<file path="config.mk">
export PLATFORM = sky130hd
export DESIGN_NAME = rgb_to_nv12_pixel_converter
export DESIGN_NICKNAME = d
export VERILOG_FILES = /design/src/rtl/core/rgbnv_pkg.sv /design/src/rtl/core/rgbnv_cfg.sv /design/src/rtl/core/rgbnv_pos.sv /design/src/rtl/core/rgbnv_calc.sv /design/src/rtl/core/rgb_to_nv12_pixel_converter.sv
export SDC_FILE = /design/constraint.sdc
export NUM_CORES = 2
export LEC_CHECK = 0
export BUFFER_PORTS_ARGS = -buffer_cell sky130_fd_sc_hd__buf_2
export CORE_MARGIN = 2
export CORE_UTILIZATION = 64
export DETAILED_ROUTE_END_ITERATION = 12
export PLACE_DENSITY = 0.83
export SLEW_MARGIN = 20
export SYNTH_ARGS = -nofsm -noshare
export SYNTH_HDL_FRONTEND = slang
export SYNTH_SLANG_ARGS = --single-unit
</file>
<file path="constraint.sdc">
create_clock -name clk -period 10.39 [get_ports clk]
set_clock_uncertainty 0.1 [all_clocks]
set_input_delay 1.039 -clock clk [delete_from_list [all_inputs] [get_ports clk]]
set_output_delay 1.039 -clock clk [all_outputs]
set_load 0.05 [all_outputs]
</file>
<file path="src/rtl/core/rgbnv_pkg.sv">
// ----------------------------------------------------------------------------
// rgbnv_pkg
// Shared types, constants and an arithmetic helper for the RGB to NV12 converter.
// ----------------------------------------------------------------------------
package rgbnv_pkg;

  localparam int MAX_WIDTH  = 4096;
  localparam int MAX_HEIGHT = 4096;

  localparam int CFG_W  = 13;
  localparam int WSZ_W  = $clog2(MAX_WIDTH + 1);
  localparam int HSZ_W  = $clog2(MAX_HEIGHT + 1);
  localparam int COL_W  = $clog2(MAX_WIDTH);
  localparam int ROW_W  = $clog2(MAX_HEIGHT);
  localparam int PIX_W  = 8;
  localparam int LOFF_W = 24;
  localparam int COFF_W = 25;

  localparam int LSUM_W = ROW_W + WSZ_W + 1;
  localparam int CSUM_W = WSZ_W + HSZ_W + 2;

  localparam int ADDR_W      = 3;
  localparam int APB_DATA_W  = 32;
  localparam int IN_TDATA_W  = 3 * PIX_W;
  localparam int OUT_FIELD_W = LOFF_W + PIX_W + COFF_W + 2 * PIX_W;
  localparam int OUT_TDATA_W = ((OUT_FIELD_W + 7) / 8) * 8;
  localparam int OUT_PAD_W   = OUT_TDATA_W - OUT_FIELD_W;

  localparam logic [CFG_W-1:0] WIDTH_RST  = CFG_W'(128);
  localparam logic [CFG_W-1:0] HEIGHT_RST = CFG_W'(256);

  // register index, taken from paddr[2]
  localparam logic REG_FRAME_WIDTH  = 1'b0;
  localparam logic REG_FRAME_HEIGHT = 1'b1;

  typedef struct packed {
    logic [WSZ_W-1:0] width;
    logic [HSZ_W-1:0] height;
  } frame_size_t;

  typedef struct packed {
    logic [PIX_W-1:0] blue;
    logic [PIX_W-1:0] green;
    logic [PIX_W-1:0] red;
    logic [ROW_W-1:0] row;
    logic [COL_W-1:0] col;
    logic [WSZ_W-1:0] width;
    logic [HSZ_W-1:0] height;
    logic             chroma;
    logic             last;
  } pix_stage_t;

  // floor(sum / 256) + bias, clamped to 0..255
  function automatic logic [PIX_W-1:0] scale_clamp(input logic signed [17:0] sum,
                                                   input logic signed [9:0]  bias);
    logic signed [9:0]  sh;
    logic signed [10:0] v;
    sh = 10'(sum >>> 8);
    v  = 11'(sh) + 11'(bias);
    if (v < 11'sd0) begin
      return '0;
    end else if (v > 11'sd255) begin
      return '1;
    end else begin
      return v[PIX_W-1:0];
    end
  endfunction

endpackage

</file>
<file path="src/rtl/core/rgbnv_cfg.sv">
// ----------------------------------------------------------------------------
// rgbnv_cfg
// APB register file for frame width and height, with size clamping.
// ----------------------------------------------------------------------------
module rgbnv_cfg import rgbnv_pkg::*; (
  input  logic                  clk,
  input  logic                  rst_n,
  input  logic                  cfg_psel,
  input  logic                  cfg_penable,
  input  logic                  cfg_pwrite,
  input  logic [ADDR_W-1:0]     cfg_paddr,
  input  logic [APB_DATA_W-1:0] cfg_pwdata,
  output logic [APB_DATA_W-1:0] cfg_prdata,
  output logic                  cfg_pready,
  output frame_size_t           size
);

  logic [CFG_W-1:0] width_r, width_nxt;
  logic [CFG_W-1:0] height_r, height_nxt;
  logic             wr_en;
  logic             reg_sel;

  assign wr_en      = cfg_psel & cfg_penable & cfg_pwrite;
  assign reg_sel    = cfg_paddr[ADDR_W-1];
  assign cfg_pready = 1'b1;

  always_comb begin
    width_nxt  = width_r;
    height_nxt = height_r;
    if (wr_en) begin
      case (reg_sel)
        REG_FRAME_WIDTH:  width_nxt  = cfg_pwdata[CFG_W-1:0];
        REG_FRAME_HEIGHT: height_nxt = cfg_pwdata[CFG_W-1:0];
        default: ;
      endcase
    end
  end

  always_ff @(posedge clk) begin
    if (!rst_n) begin
      width_r  <= WIDTH_RST;
      height_r <= HEIGHT_RST;
    end else begin
      width_r  <= width_nxt;
      height_r <= height_nxt;
    end
  end

  always_comb begin
    case (reg_sel)
      REG_FRAME_WIDTH:  cfg_prdata = APB_DATA_W'(width_r);
      REG_FRAME_HEIGHT: cfg_prdata = APB_DATA_W'(height_r);
      default:          cfg_prdata = '0;
    endcase
  end

  // zero is used as one, oversize as the maximum; cfg_prdata returns the raw value
  always_comb begin
    if (width_r == '0) begin
      size.width = WSZ_W'(1);
    end else if (int'(width_r) > MAX_WIDTH) begin
      size.width = WSZ_W'(MAX_WIDTH);
    end else begin
      size.width = WSZ_W'(width_r);
    end
    if (height_r == '0) begin
      size.height = HSZ_W'(1);
    end else if (int'(height_r) > MAX_HEIGHT) begin
      size.height = HSZ_W'(MAX_HEIGHT);
    end else begin
      size.height = HSZ_W'(height_r);
    end
  end

endmodule

</file>
<file path="src/rtl/core/rgbnv_pos.sv">
// ----------------------------------------------------------------------------
// rgbnv_pos
// Input register and raster position counters.
// ----------------------------------------------------------------------------
module rgbnv_pos import rgbnv_pkg::*; (
  input  logic                  clk,
  input  logic                  rst_n,
  input  logic                  in_tvalid,
  output logic                  in_tready,
  input  logic [IN_TDATA_W-1:0] in_tdata,
  input  frame_size_t           size,
  input  logic                  s2_ready,
  output logic                  s1_valid,
  output pix_stage_t            s1
);

  logic             s1_valid_r, s1_valid_nxt;
  pix_stage_t       s1_r;
  logic [COL_W-1:0] col_r, col_nxt;
  logic [ROW_W-1:0] row_r, row_nxt;
  logic             accept;
  logic             row_end;
  logic             last_row;

  assign in_tready = !s1_valid_r || s2_ready;
  assign accept    = in_tvalid && in_tready;
  assign row_end   = WSZ_W'(col_r) >= (size.width - WSZ_W'(1));
  assign last_row  = HSZ_W'(row_r) >= (size.height - HSZ_W'(1));

  always_comb begin
    col_nxt = col_r;
    row_nxt = row_r;
    if (accept) begin
      if (row_end) begin
        col_nxt = '0;
        row_nxt = last_row ? '0 : row_r + ROW_W'(1);
      end else begin
        col_nxt = col_r + COL_W'(1);
      end
    end
    if (accept) begin
      s1_valid_nxt = 1'b1;
    end else if (s2_ready) begin
      s1_valid_nxt = 1'b0;
    end else begin
      s1_valid_nxt = s1_valid_r;
    end
  end

  always_ff @(posedge clk) begin
    if (!rst_n) begin
      s1_valid_r <= 1'b0;
      col_r      <= '0;
      row_r      <= '0;
    end else begin
      s1_valid_r <= s1_valid_nxt;
      col_r      <= col_nxt;
      row_r      <= row_nxt;
    end
  end

  always_ff @(posedge clk) begin
    if (accept) begin
      s1_r.blue   <= in_tdata[PIX_W-1:0];
      s1_r.green  <= in_tdata[2*PIX_W-1:PIX_W];
      s1_r.red    <= in_tdata[3*PIX_W-1:2*PIX_W];
      s1_r.row    <= row_r;
      s1_r.col    <= col_r;
      s1_r.width  <= size.width;
      s1_r.height <= size.height;
      s1_r.chroma <= !row_r[0] && !col_r[0];
      s1_r.last   <= row_end && last_row;
    end
  end

  assign s1_valid = s1_valid_r;
  assign s1       = s1_r;

endmodule

</file>
<file path="src/rtl/core/rgbnv_calc.sv">
// ----------------------------------------------------------------------------
// rgbnv_calc
// Colour conversion, buffer offsets and the output register.
// ----------------------------------------------------------------------------
module rgbnv_calc import rgbnv_pkg::*; (
  input  logic                   clk,
  input  logic                   rst_n,
  input  logic                   s1_valid,
  input  pix_stage_t             s1,
  output logic                   s2_ready,
  output logic                   out_tvalid,
  input  logic                   out_tready,
  output logic [OUT_TDATA_W-1:0] out_tdata,
  output logic                   out_tuser,
  output logic                   out_tlast
);

  logic                     out_valid_r, out_valid_nxt;
  logic                     load;
  logic signed [17:0]       rs, gs, bs;
  logic signed [17:0]       y_sum, u_sum, v_sum;
  logic [LSUM_W-1:0]        luma_sum;
  logic [CSUM_W-1:0]        area, slot, chroma_sum;
  logic [LOFF_W-1:0]        loff_r;
  logic [PIX_W-1:0]         y_r, u_r, v_r;
  logic [COFF_W-1:0]        coff_r;
  logic                     cvalid_r;
  logic                     last_r;

  assign s2_ready = !out_valid_r || out_tready;
  assign load     = s1_valid && s2_ready;

  always_comb begin
    rs = 18'(s1.red);
    gs = 18'(s1.green);
    bs = 18'(s1.blue);
    y_sum = 18'sd66 * rs + 18'sd129 * gs + 18'sd25 * bs + 18'sd128;
    u_sum = 18'sd112 * bs - 18'sd38 * rs - 18'sd74 * gs + 18'sd128;
    v_sum = 18'sd112 * rs - 18'sd94 * gs - 18'sd18 * bs + 18'sd128;
    luma_sum   = LSUM_W'(s1.row) * LSUM_W'(s1.width) + LSUM_W'(s1.col);
    area       = CSUM_W'(s1.width) * CSUM_W'(s1.height);
    slot       = CSUM_W'(s1.row >> 1) * CSUM_W'(s1.width >> 1) + CSUM_W'(s1.col >> 1);
    chroma_sum = area + (slot << 1);
    out_valid_nxt = load ? 1'b1 : (out_tready ? 1'b0 : out_valid_r);
  end

  always_ff @(posedge clk) begin
    if (!rst_n) begin
      out_valid_r <= 1'b0;
    end else begin
      out_valid_r <= out_valid_nxt;
    end
  end

  always_ff @(posedge clk) begin
    if (load) begin
      loff_r   <= LOFF_W'(luma_sum);
      y_r      <= scale_clamp(y_sum, 10'sd16);
      cvalid_r <= s1.chroma;
      coff_r   <= s1.chroma ? COFF_W'(chroma_sum) : '0;
      u_r      <= s1.chroma ? scale_clamp(u_sum, 10'sd128) : '0;
      v_r      <= s1.chroma ? scale_clamp(v_sum, 10'sd128) : '0;
      last_r   <= s1.last;
    end
  end

  assign out_tvalid = out_valid_r;
  assign out_tdata  = {{OUT_PAD_W{1'b0}}, v_r, u_r, coff_r, y_r, loff_r};
  assign out_tuser  = cvalid_r;
  assign out_tlast  = last_r;

endmodule

</file>
<file path="src/rtl/core/rgb_to_nv12_pixel_converter.sv">
// Each pixel passes the input register in rgbnv_pos and the output register
// in rgbnv_calc. Throughput: one pixel per clock while out_tready is high; the
// stages hand over on a one-entry register each, so a new pixel is taken while
// a result waits for out_tready. Reset (synchronous, rst_n low): handshake and
// counters clear, frame width and height return to 128 and 256.
// ----------------------------------------------------------------------------
// rgb_to_nv12_pixel_converter
// BT.601 RGB to NV12 converter: per-pixel luma, even-site chroma and offsets.
// ----------------------------------------------------------------------------
module rgb_to_nv12_pixel_converter import rgbnv_pkg::*; (
  input  logic                   clk,
  input  logic                   rst_n,
  // blue [7:0], green [15:8], red [23:16]
  input  logic [IN_TDATA_W-1:0]  in_tdata,
  input  logic                   in_tvalid,
  output logic                   in_tready,
  // luma_offset [23:0], luma_value [31:24], chroma_offset [56:32],
  // chroma_u [64:57], chroma_v [72:65], zero pad above
  output logic [OUT_TDATA_W-1:0] out_tdata,
  // chroma_valid
  output logic                   out_tuser,
  output logic                   out_tlast,
  output logic                   out_tvalid,
  input  logic                   out_tready,
  input  logic                   cfg_psel,
  input  logic                   cfg_penable,
  input  logic                   cfg_pwrite,
  input  logic [ADDR_W-1:0]      cfg_paddr,
  input  logic [APB_DATA_W-1:0]  cfg_pwdata,
  output logic [APB_DATA_W-1:0]  cfg_prdata,
  output logic                   cfg_pready
);

  frame_size_t size;
  pix_stage_t  s1;
  logic        s1_valid;
  logic        s2_ready;

  rgbnv_cfg u_cfg (
    .clk         (clk),
    .rst_n       (rst_n),
    .cfg_psel    (cfg_psel),
    .cfg_penable (cfg_penable),
    .cfg_pwrite  (cfg_pwrite),
    .cfg_paddr   (cfg_paddr),
    .cfg_pwdata  (cfg_pwdata),
    .cfg_prdata  (cfg_prdata),
    .cfg_pready  (cfg_pready),
    .size        (size)
  );

  rgbnv_pos u_pos (
    .clk       (clk),
    .rst_n     (rst_n),
    .in_tvalid (in_tvalid),
    .in_tready (in_tready),
    .in_tdata  (in_tdata),
    .size      (size),
    .s2_ready  (s2_ready),
    .s1_valid  (s1_valid),
    .s1        (s1)
  );

  rgbnv_calc u_calc (
    .clk        (clk),
    .rst_n      (rst_n),
    .s1_valid   (s1_valid),
    .s1         (s1),
    .s2_ready   (s2_ready),
    .out_tvalid (out_tvalid),
    .out_tready (out_tready),
    .out_tdata  (out_tdata),
    .out_tuser  (out_tuser),
    .out_tlast  (out_tlast)
  );

endmodule

</file>
Word-level counts from Yosys, hierarchy flattened
Cells that the tools add are included.
{"block": "totals", "regBits": 203, "latchBits": 0, "mem_bits_rw": 0, "rom_bits": 0, "in_bits": 66, "out_inout_bits": 117, "memories": 0}
{"block": "classes", "addsub": 19, "mul": 12, "div_mod_pow": 0, "magnitude_cmp": 10, "n_eq_ne": 0, "shifts": 0, "n_mux": 14, "bitwise": 4, "reduce_logical": 19}
{"cell": "$sub A18 B18 Y18", "count": 4}
{"cell": "$pmux W32 S2", "count": 1}
{"cell": "$add A18 B9 Y18 const B", "count": 3}
{"cell": "$mux W13", "count": 4}
{"cell": "$mul A6 B8 Y14 const A", "count": 3}
{"cell": "$add A18 B18 Y18", "count": 2}
{"cell": "$gt A11 B9 Y1 const B", "count": 3}
{"cell": "$lt A11 B1 Y1 const B", "count": 3}
{"cell": "$ge A12 B13 Y1", "count": 2}
{"cell": "$gt A13 B13 Y1 const B", "count": 2}
{"cell": "$logic_not A13 Y1", "count": 2}
{"cell": "$mul A5 B8 Y13 const A", "count": 2}
{"cell": "$sub A13 B1 Y13 const B", "count": 2}
{"cell": "$add A25 B25 Y25", "count": 1}
{"cell": "$mul A13 B13 Y25", "count": 1}
{"cell": "$add A12 B1 Y12 const B", "count": 2}
{"cell": "$add A24 B11 Y24", "count": 1}
{"cell": "$add A24 B12 Y24", "count": 1}
{"cell": "$mul A12 B13 Y24", "count": 1}
{"cell": "$mux W12", "count": 2}
{"cell": "$mux W8", "count": 3}
{"cell": "$mul A11 B12 Y23", "count": 1}
{"cell": "$add A10 B9 Y11 const B", "count": 2}
{"cell": "$mul A3 B8 Y11 const A", "count": 2}
{"cell": "12 further kinds", "count": 28}

Longest topological paths before layout
{"block": "depth", "depth_word": 7, "depth_mapped": 35}

Cells and area by module
Synthesis repeated with hierarchy kept, for this count alone.
{"block": "hier_totals", "cells_unflattened": 3111, "area_unflattened_um2": 30230.2}
{"module": "rgbnv_calc", "instances": 1, "cells_per_inst": 2582, "area_each_um2": 24121.9, "seq_area_each_um2": 2272.2}
{"module": "rgbnv_pos", "instances": 1, "cells_per_inst": 352, "area_each_um2": 4545.6, "seq_area_each_um2": 2782.7}
{"module": "rgbnv_cfg", "instances": 1, "cells_per_inst": 177, "area_each_um2": 1562.7, "seq_area_each_um2": 520.5}

Worst setup path before layout
OpenSTA, ideal clock, no wires.
{"block": "synth_timing", "kind": "register to register", "from": "register u_pos.s1_r, in the netlist u_pos.s1[19]", "to": "register u_calc.coff_r[24] (data pin)", "setup_ns": 0.254, "arrival_ns": 7.976, "t_required_ns": 10.036, "path_slack_ns": 2.060, "path_stages_with_launch": 35, "n_path_buf": 1, "synth_period_minus_slack_ns": 8.330, "path_cell_list": "edfxtp_1 -> clkbuf_1 -> nand2_1 -> fa_1 -> fa_1 -> inv_1 -> ha_1 -> fa_1 -> inv_1 -> fa_1 -> inv_1 -> ha_1 -> nand3_1 -> o2bb2ai_1 -> nor2_1 -> xnor2_1 -> ha_1 -> a21o_1 -> a21o_1 -> a21oi_1 -> o21ai_0 -> nand2b_1 -> nor2_1 -> xnor2_1 -> fa_1 -> ha_1 -> a21o_1 -> a21o_1 -> a21o_1 -> a21oi_1 -> a31oi_1 -> o41ai_1 -> xnor2_1 -> and3_1 -> o21a_1"}
{"block": "synth_via", "elab_chain_len": 3, "elab_cells_between_ends": 4, "classes_between": "add/sub: 2; mul: 2"}
{"item": "start: declaration", "line": "rgbnv_pos.sv:18", "text": "pix_stage_t s1_r;"}
{"item": "$mul A11 B12 Y23", "line": "rgbnv_calc.sv:42", "text": "slot = CSUM_W'(s1.row >> 1) * CSUM_W'(s1.width >> 1) + CSUM_W'(s1.col >> 1);"}
{"item": "$add A24 B11 Y24", "line": "rgbnv_calc.sv:42"}
{"item": "$add A25 B25 Y25 (*)", "line": "rgbnv_calc.sv:43", "text": "chroma_sum = area + (slot << 1);"}
{"item": "end signal: assignment", "line": "rgbnv_calc.sv:60", "text": "coff_r <= s1.chroma ? COFF_W'(chroma_sum) : '0;"}
{"item": "end: declaration", "line": "rgbnv_calc.sv:26", "text": "logic [COFF_W-1:0] coff_r;"}
Every way passes the cells marked *; elsewhere a longest branch is shown, timed or not.
A chain may end at the register's enable or synchronous reset.

Final worst setup path
{"block": "layout_timing", "from": "register u_pos.s1_r, in the netlist u_pos.s1[45]", "to": "register u_calc.coff_r[24] (data pin)"}
{"block": "layout_via", "elab_chain_len": 3}
{"item": "$mul A11 B12 Y23", "line": "rgbnv_calc.sv:42"}
{"item": "$add A24 B11 Y24", "line": "rgbnv_calc.sv:42"}
{"item": "$add A25 B25 Y25", "line": "rgbnv_calc.sv:43"}
No other way between the ends.

==> metrics.txt <==
htree depth=1; sw frac=0.510; CP dominant cell by count=fa_1; setup total negative slack=0 ns; antenna violations before repair=0; r2r worst-path depth=31; Slowest cell on crit path=edfxtp_1; worst path bufs/invs=3; status=completed; peak supply drop=0.000518 V; final worst slack=0.884 ns; grt ovf=0; Port Buffers=134; I/O pins=183; DRT iter0 DRCs=1645; Flop pwr share=0.141; RSZ-0062 raised after global routing=false; global-route wire length before repair=121 mm; Synth Area in Adders=0.434; gpl congestion=0.956; die width=221 um; asr flop ratio synth=0; Inserted Diodes=0; critical path's largest stage delay=0.67 ns; hold_buf cts=0; Routed Antenna Nets=0; critical path class=flop to flop; Synth cell types=93; Area growth, synth to finish=6.46%; P_sw=0.00481 W; largest family of logic cells by synthesized area=adder cells; Vias=22500; clock-pin slew on the worst setup and hold paths=0.06 ns; vias per inst=5.79; post-synthesis mux area share=0.00521; Worst Setup Start Kind=flop; CP max FO=13; FF+latch count, synth=203; Critical Path Stages=31; core area=46500 sq um; Mapped Area=30000 sq um; Crit path max-delay family=adder cells; crit end category=flop; die height=221 um; actual slew at the worst max-slew pin=1.18 ns; Seq. cell area=5580 sq um; Global Route Usage Sum=0.317; crit share post-route=0.915; Mean Syn Cell Area=9.49 sq um; WP data required=10.61 ns; Clock Power Share=0.091; CTS tree=done; post-synthesis sequential area ratio=0.186; Initial Util=0.646; internal power=0.00462 W; TritonRoute pass-1 iters=6; Final nets=4145; Cell Rows=79; area of the die=48600 sq um; Wirelength per Cell=19.3 um; Hold Path Class=flop to flop; Num CTS Buffers=24; DPL Wire Length=59.7 mm; Final Hold Vio Count=0; Synthesis Warnings=0; Comb pwr share=0.768; data arrival time of the worst path=9.73 ns; # resized after CTS=0; detailed-route DRC error count=0; Placement Setup Slack=0.996 ns; P_leak=16.2 nW; vias in the first global route=23400; layout cells sized above 1=0.0730; clk buf depth=3; CTS root buffer=clkbuf_16; Max-slew headroom=0.214; postcts setup bufs=0; aggregate routed wire length=74.9 mm; Post-Synthesis Cells=3163; Synth Area in Compound Gates=0.0969; fillers=3631; Final Max Slew Viols=0; largest net degree at the start of global routing=73; MaxCap Viol Count=0; pwr dens=295 nW/um^2; ys flop type=edfxtp_1; XOR/XNOR Fraction of Synth Area=0.0540; area occupied by multi-input gates=21800 sq um; hold path depth=0; Synth Area in Simple Gates=0.132; Period minus WS final=9.51 ns; Post-synth EDFFs=151; # clock sinks=203; count of final setup violators=0; clock latency at the later pin of the worst-skew pair=0.57 ns; f_max=0.105 GHz
==> worst paths after layout <==
| path | startpoint | to | slack [ns] |
|---|---|---|---|
| max reg2reg | u_pos.s1[45] | u_calc.coff_r[24] | 0.88 |
| min | u_pos.s1[0] | u_calc.out_tlast | 0.35 |
| min reg2reg | u_pos.s1[0] | u_calc.out_tlast | 0.35 |
| max | u_pos.s1[45] | u_calc.coff_r[24] | 0.88 |
==> cells in the mapped netlist (4+ instances only) <==
library cell	count	area share
a211oi_1	12	0.0030
a21boi_0	30	0.0075
a21o_1	52	0.013
a21oi_1	139	0.023
a31o_2	5	0.0015
a31oi_1	14	0.0029
and2_1	168	0.035
and3_1	12	0.0025
buf_1	4	0.00050
buf_4	27	0.0068
clkbuf_1	72	0.0090
dfxtp_1	52	0.035
edfxtp_1	151	0.15
fa_1	367	0.24
ha_1	454	0.19
inv_1	593	0.074
mux2_2	13	0.0049
nand2_1	279	0.035
nand2b_1	24	0.0050
nand3_1	34	0.0057
nand4_1	17	0.0035
nor2_1	127	0.016
nor2b_1	37	0.0077
nor3_1	30	0.0050
nor4_1	11	0.0023
o211ai_1	9	0.0023
o21a_1	21	0.0053
o21ai_0	56	0.0093
o21ai_1	7	0.0012
o21bai_1	35	0.0088
o31a_1	4	0.0012
o31ai_1	9	0.0023
o41ai_1	4	0.0012
or2_1	4	0.00083
or2_2	8	0.0017
or3_1	14	0.0029
or4_1	8	0.0020
xnor2_1	114	0.033
xor2_1	71	0.021
==> metrics by stage <==
step           hold WS [ns]  std cells  total power, W   util  instance area [sq um]
2_1_floorplan         0.300       3188         0.00688      -                  30100
3_3_place_gp          0.331       3838         0.00817  0.670                  31100
4_1_cts               0.348       3880         0.00936  0.687                  31900
5_1_grt               0.362       3881          0.0103  0.688                  32000
6_report              0.350       3881         0.00943  0.688                  32000
3_5_place_dp          0.320       3838         0.00840  0.670                  31100
==> power groups by stage <==
stage / registers, W / logic (W) / clock network (W)
after floorplan: 0.00170 / 0.00519 / 0
after global placement: 0.00134 / 0.00684 / 0
after detailed placement: 0.00134 / 0.00706 / 0
after CTS: 0.00133 / 0.00716 / 0.000870
after global routing: 0.00134 / 0.00806 / 0.000901
final: 0.00133 / 0.00724 / 0.000861
==> layout by cell type (no fill, tap or decap), types with 16 or more instances in the layout <==
| cell | instances |
|---|---|
| a21boi_0 | 30 |
| a21o_1 | 52 |
| a21oi_1 | 139 |
| and2_1 | 168 |
| buf_2 | 134 |
| buf_4 | 16 |
| clkbuf_16 | 24 |
| conb_1 | 27 |
| dfxtp_1 | 52 |
| edfxtp_1 | 151 |
| fa_1 | 367 |
| ha_1 | 454 |
| inv_1 | 593 |
| nand2_1 | 279 |
| nand2b_1 | 24 |
| nand3_1 | 34 |
| nand4_1 | 17 |
| nor2_1 | 127 |
| nor2b_1 | 36 |
| nor3_1 | 30 |
| o21a_1 | 21 |
| o21ai_0 | 56 |
| o21bai_1 | 35 |
| xnor2_1 | 114 |
| xor2_1 | 71 |
==> cell families after synthesis <==
logic type	after synthesis
xor+xnor	185
other cells	2
flops	203
compound gates	441
fa+ha+maj	822
mux	14
buf+inv	702
simple gates	794
==> flip-flops by register name, indices dropped and copies added, names as in the netlist <==
signal             count
u_pos.s1              76
u_calc.out_tvalid      1
u_pos.col_r           12
u_cfg.height_r        13
u_calc.out_tuser       1
u_calc.v_r             8
u_cfg.width_r         13
u_calc.loff_r         24
u_calc.u_r             8
u_pos.row_r           12
u_calc.y_r             8
u_pos.s1_valid         1
u_calc.coff_r         25
u_calc.out_tlast       1
==> worst register-to-register path, delay by kind of cell, from the launching register on <==
family	cells	cell delay, ns
and+or+nand+nor	4	0.64
DFF	1	0.67
xor gates and xnor gates	3	0.70
buffers and inverters	3	0.13
adders and majority gates	9	4.15
AOI/OAI and AO/OA	12	2.86
==> metal layers <==
metal  track usage  wire (um)  vias to the layer above  share of wire
met4         0.117       2800                        0          0.037
met3        0.0522       5800                      187          0.077
li1              -          -                    10400              -
met2         0.509      34300                      871           0.46
met1         0.436      32000                    11000           0.43
met5             0          0                        -              0
==> layout make-up <==
type                            count  share of cell area
Clock inverter                     13             0.00497
Multi-Input combinational cell   2283               0.682
Clock buffer                       29              0.0194
Tap cell                          607              0.0238
Inverter                          595              0.0699
Sequential cell                   203               0.174
Timing Repair Buffer              151              0.0256
(Power assumes the default switching activity.)
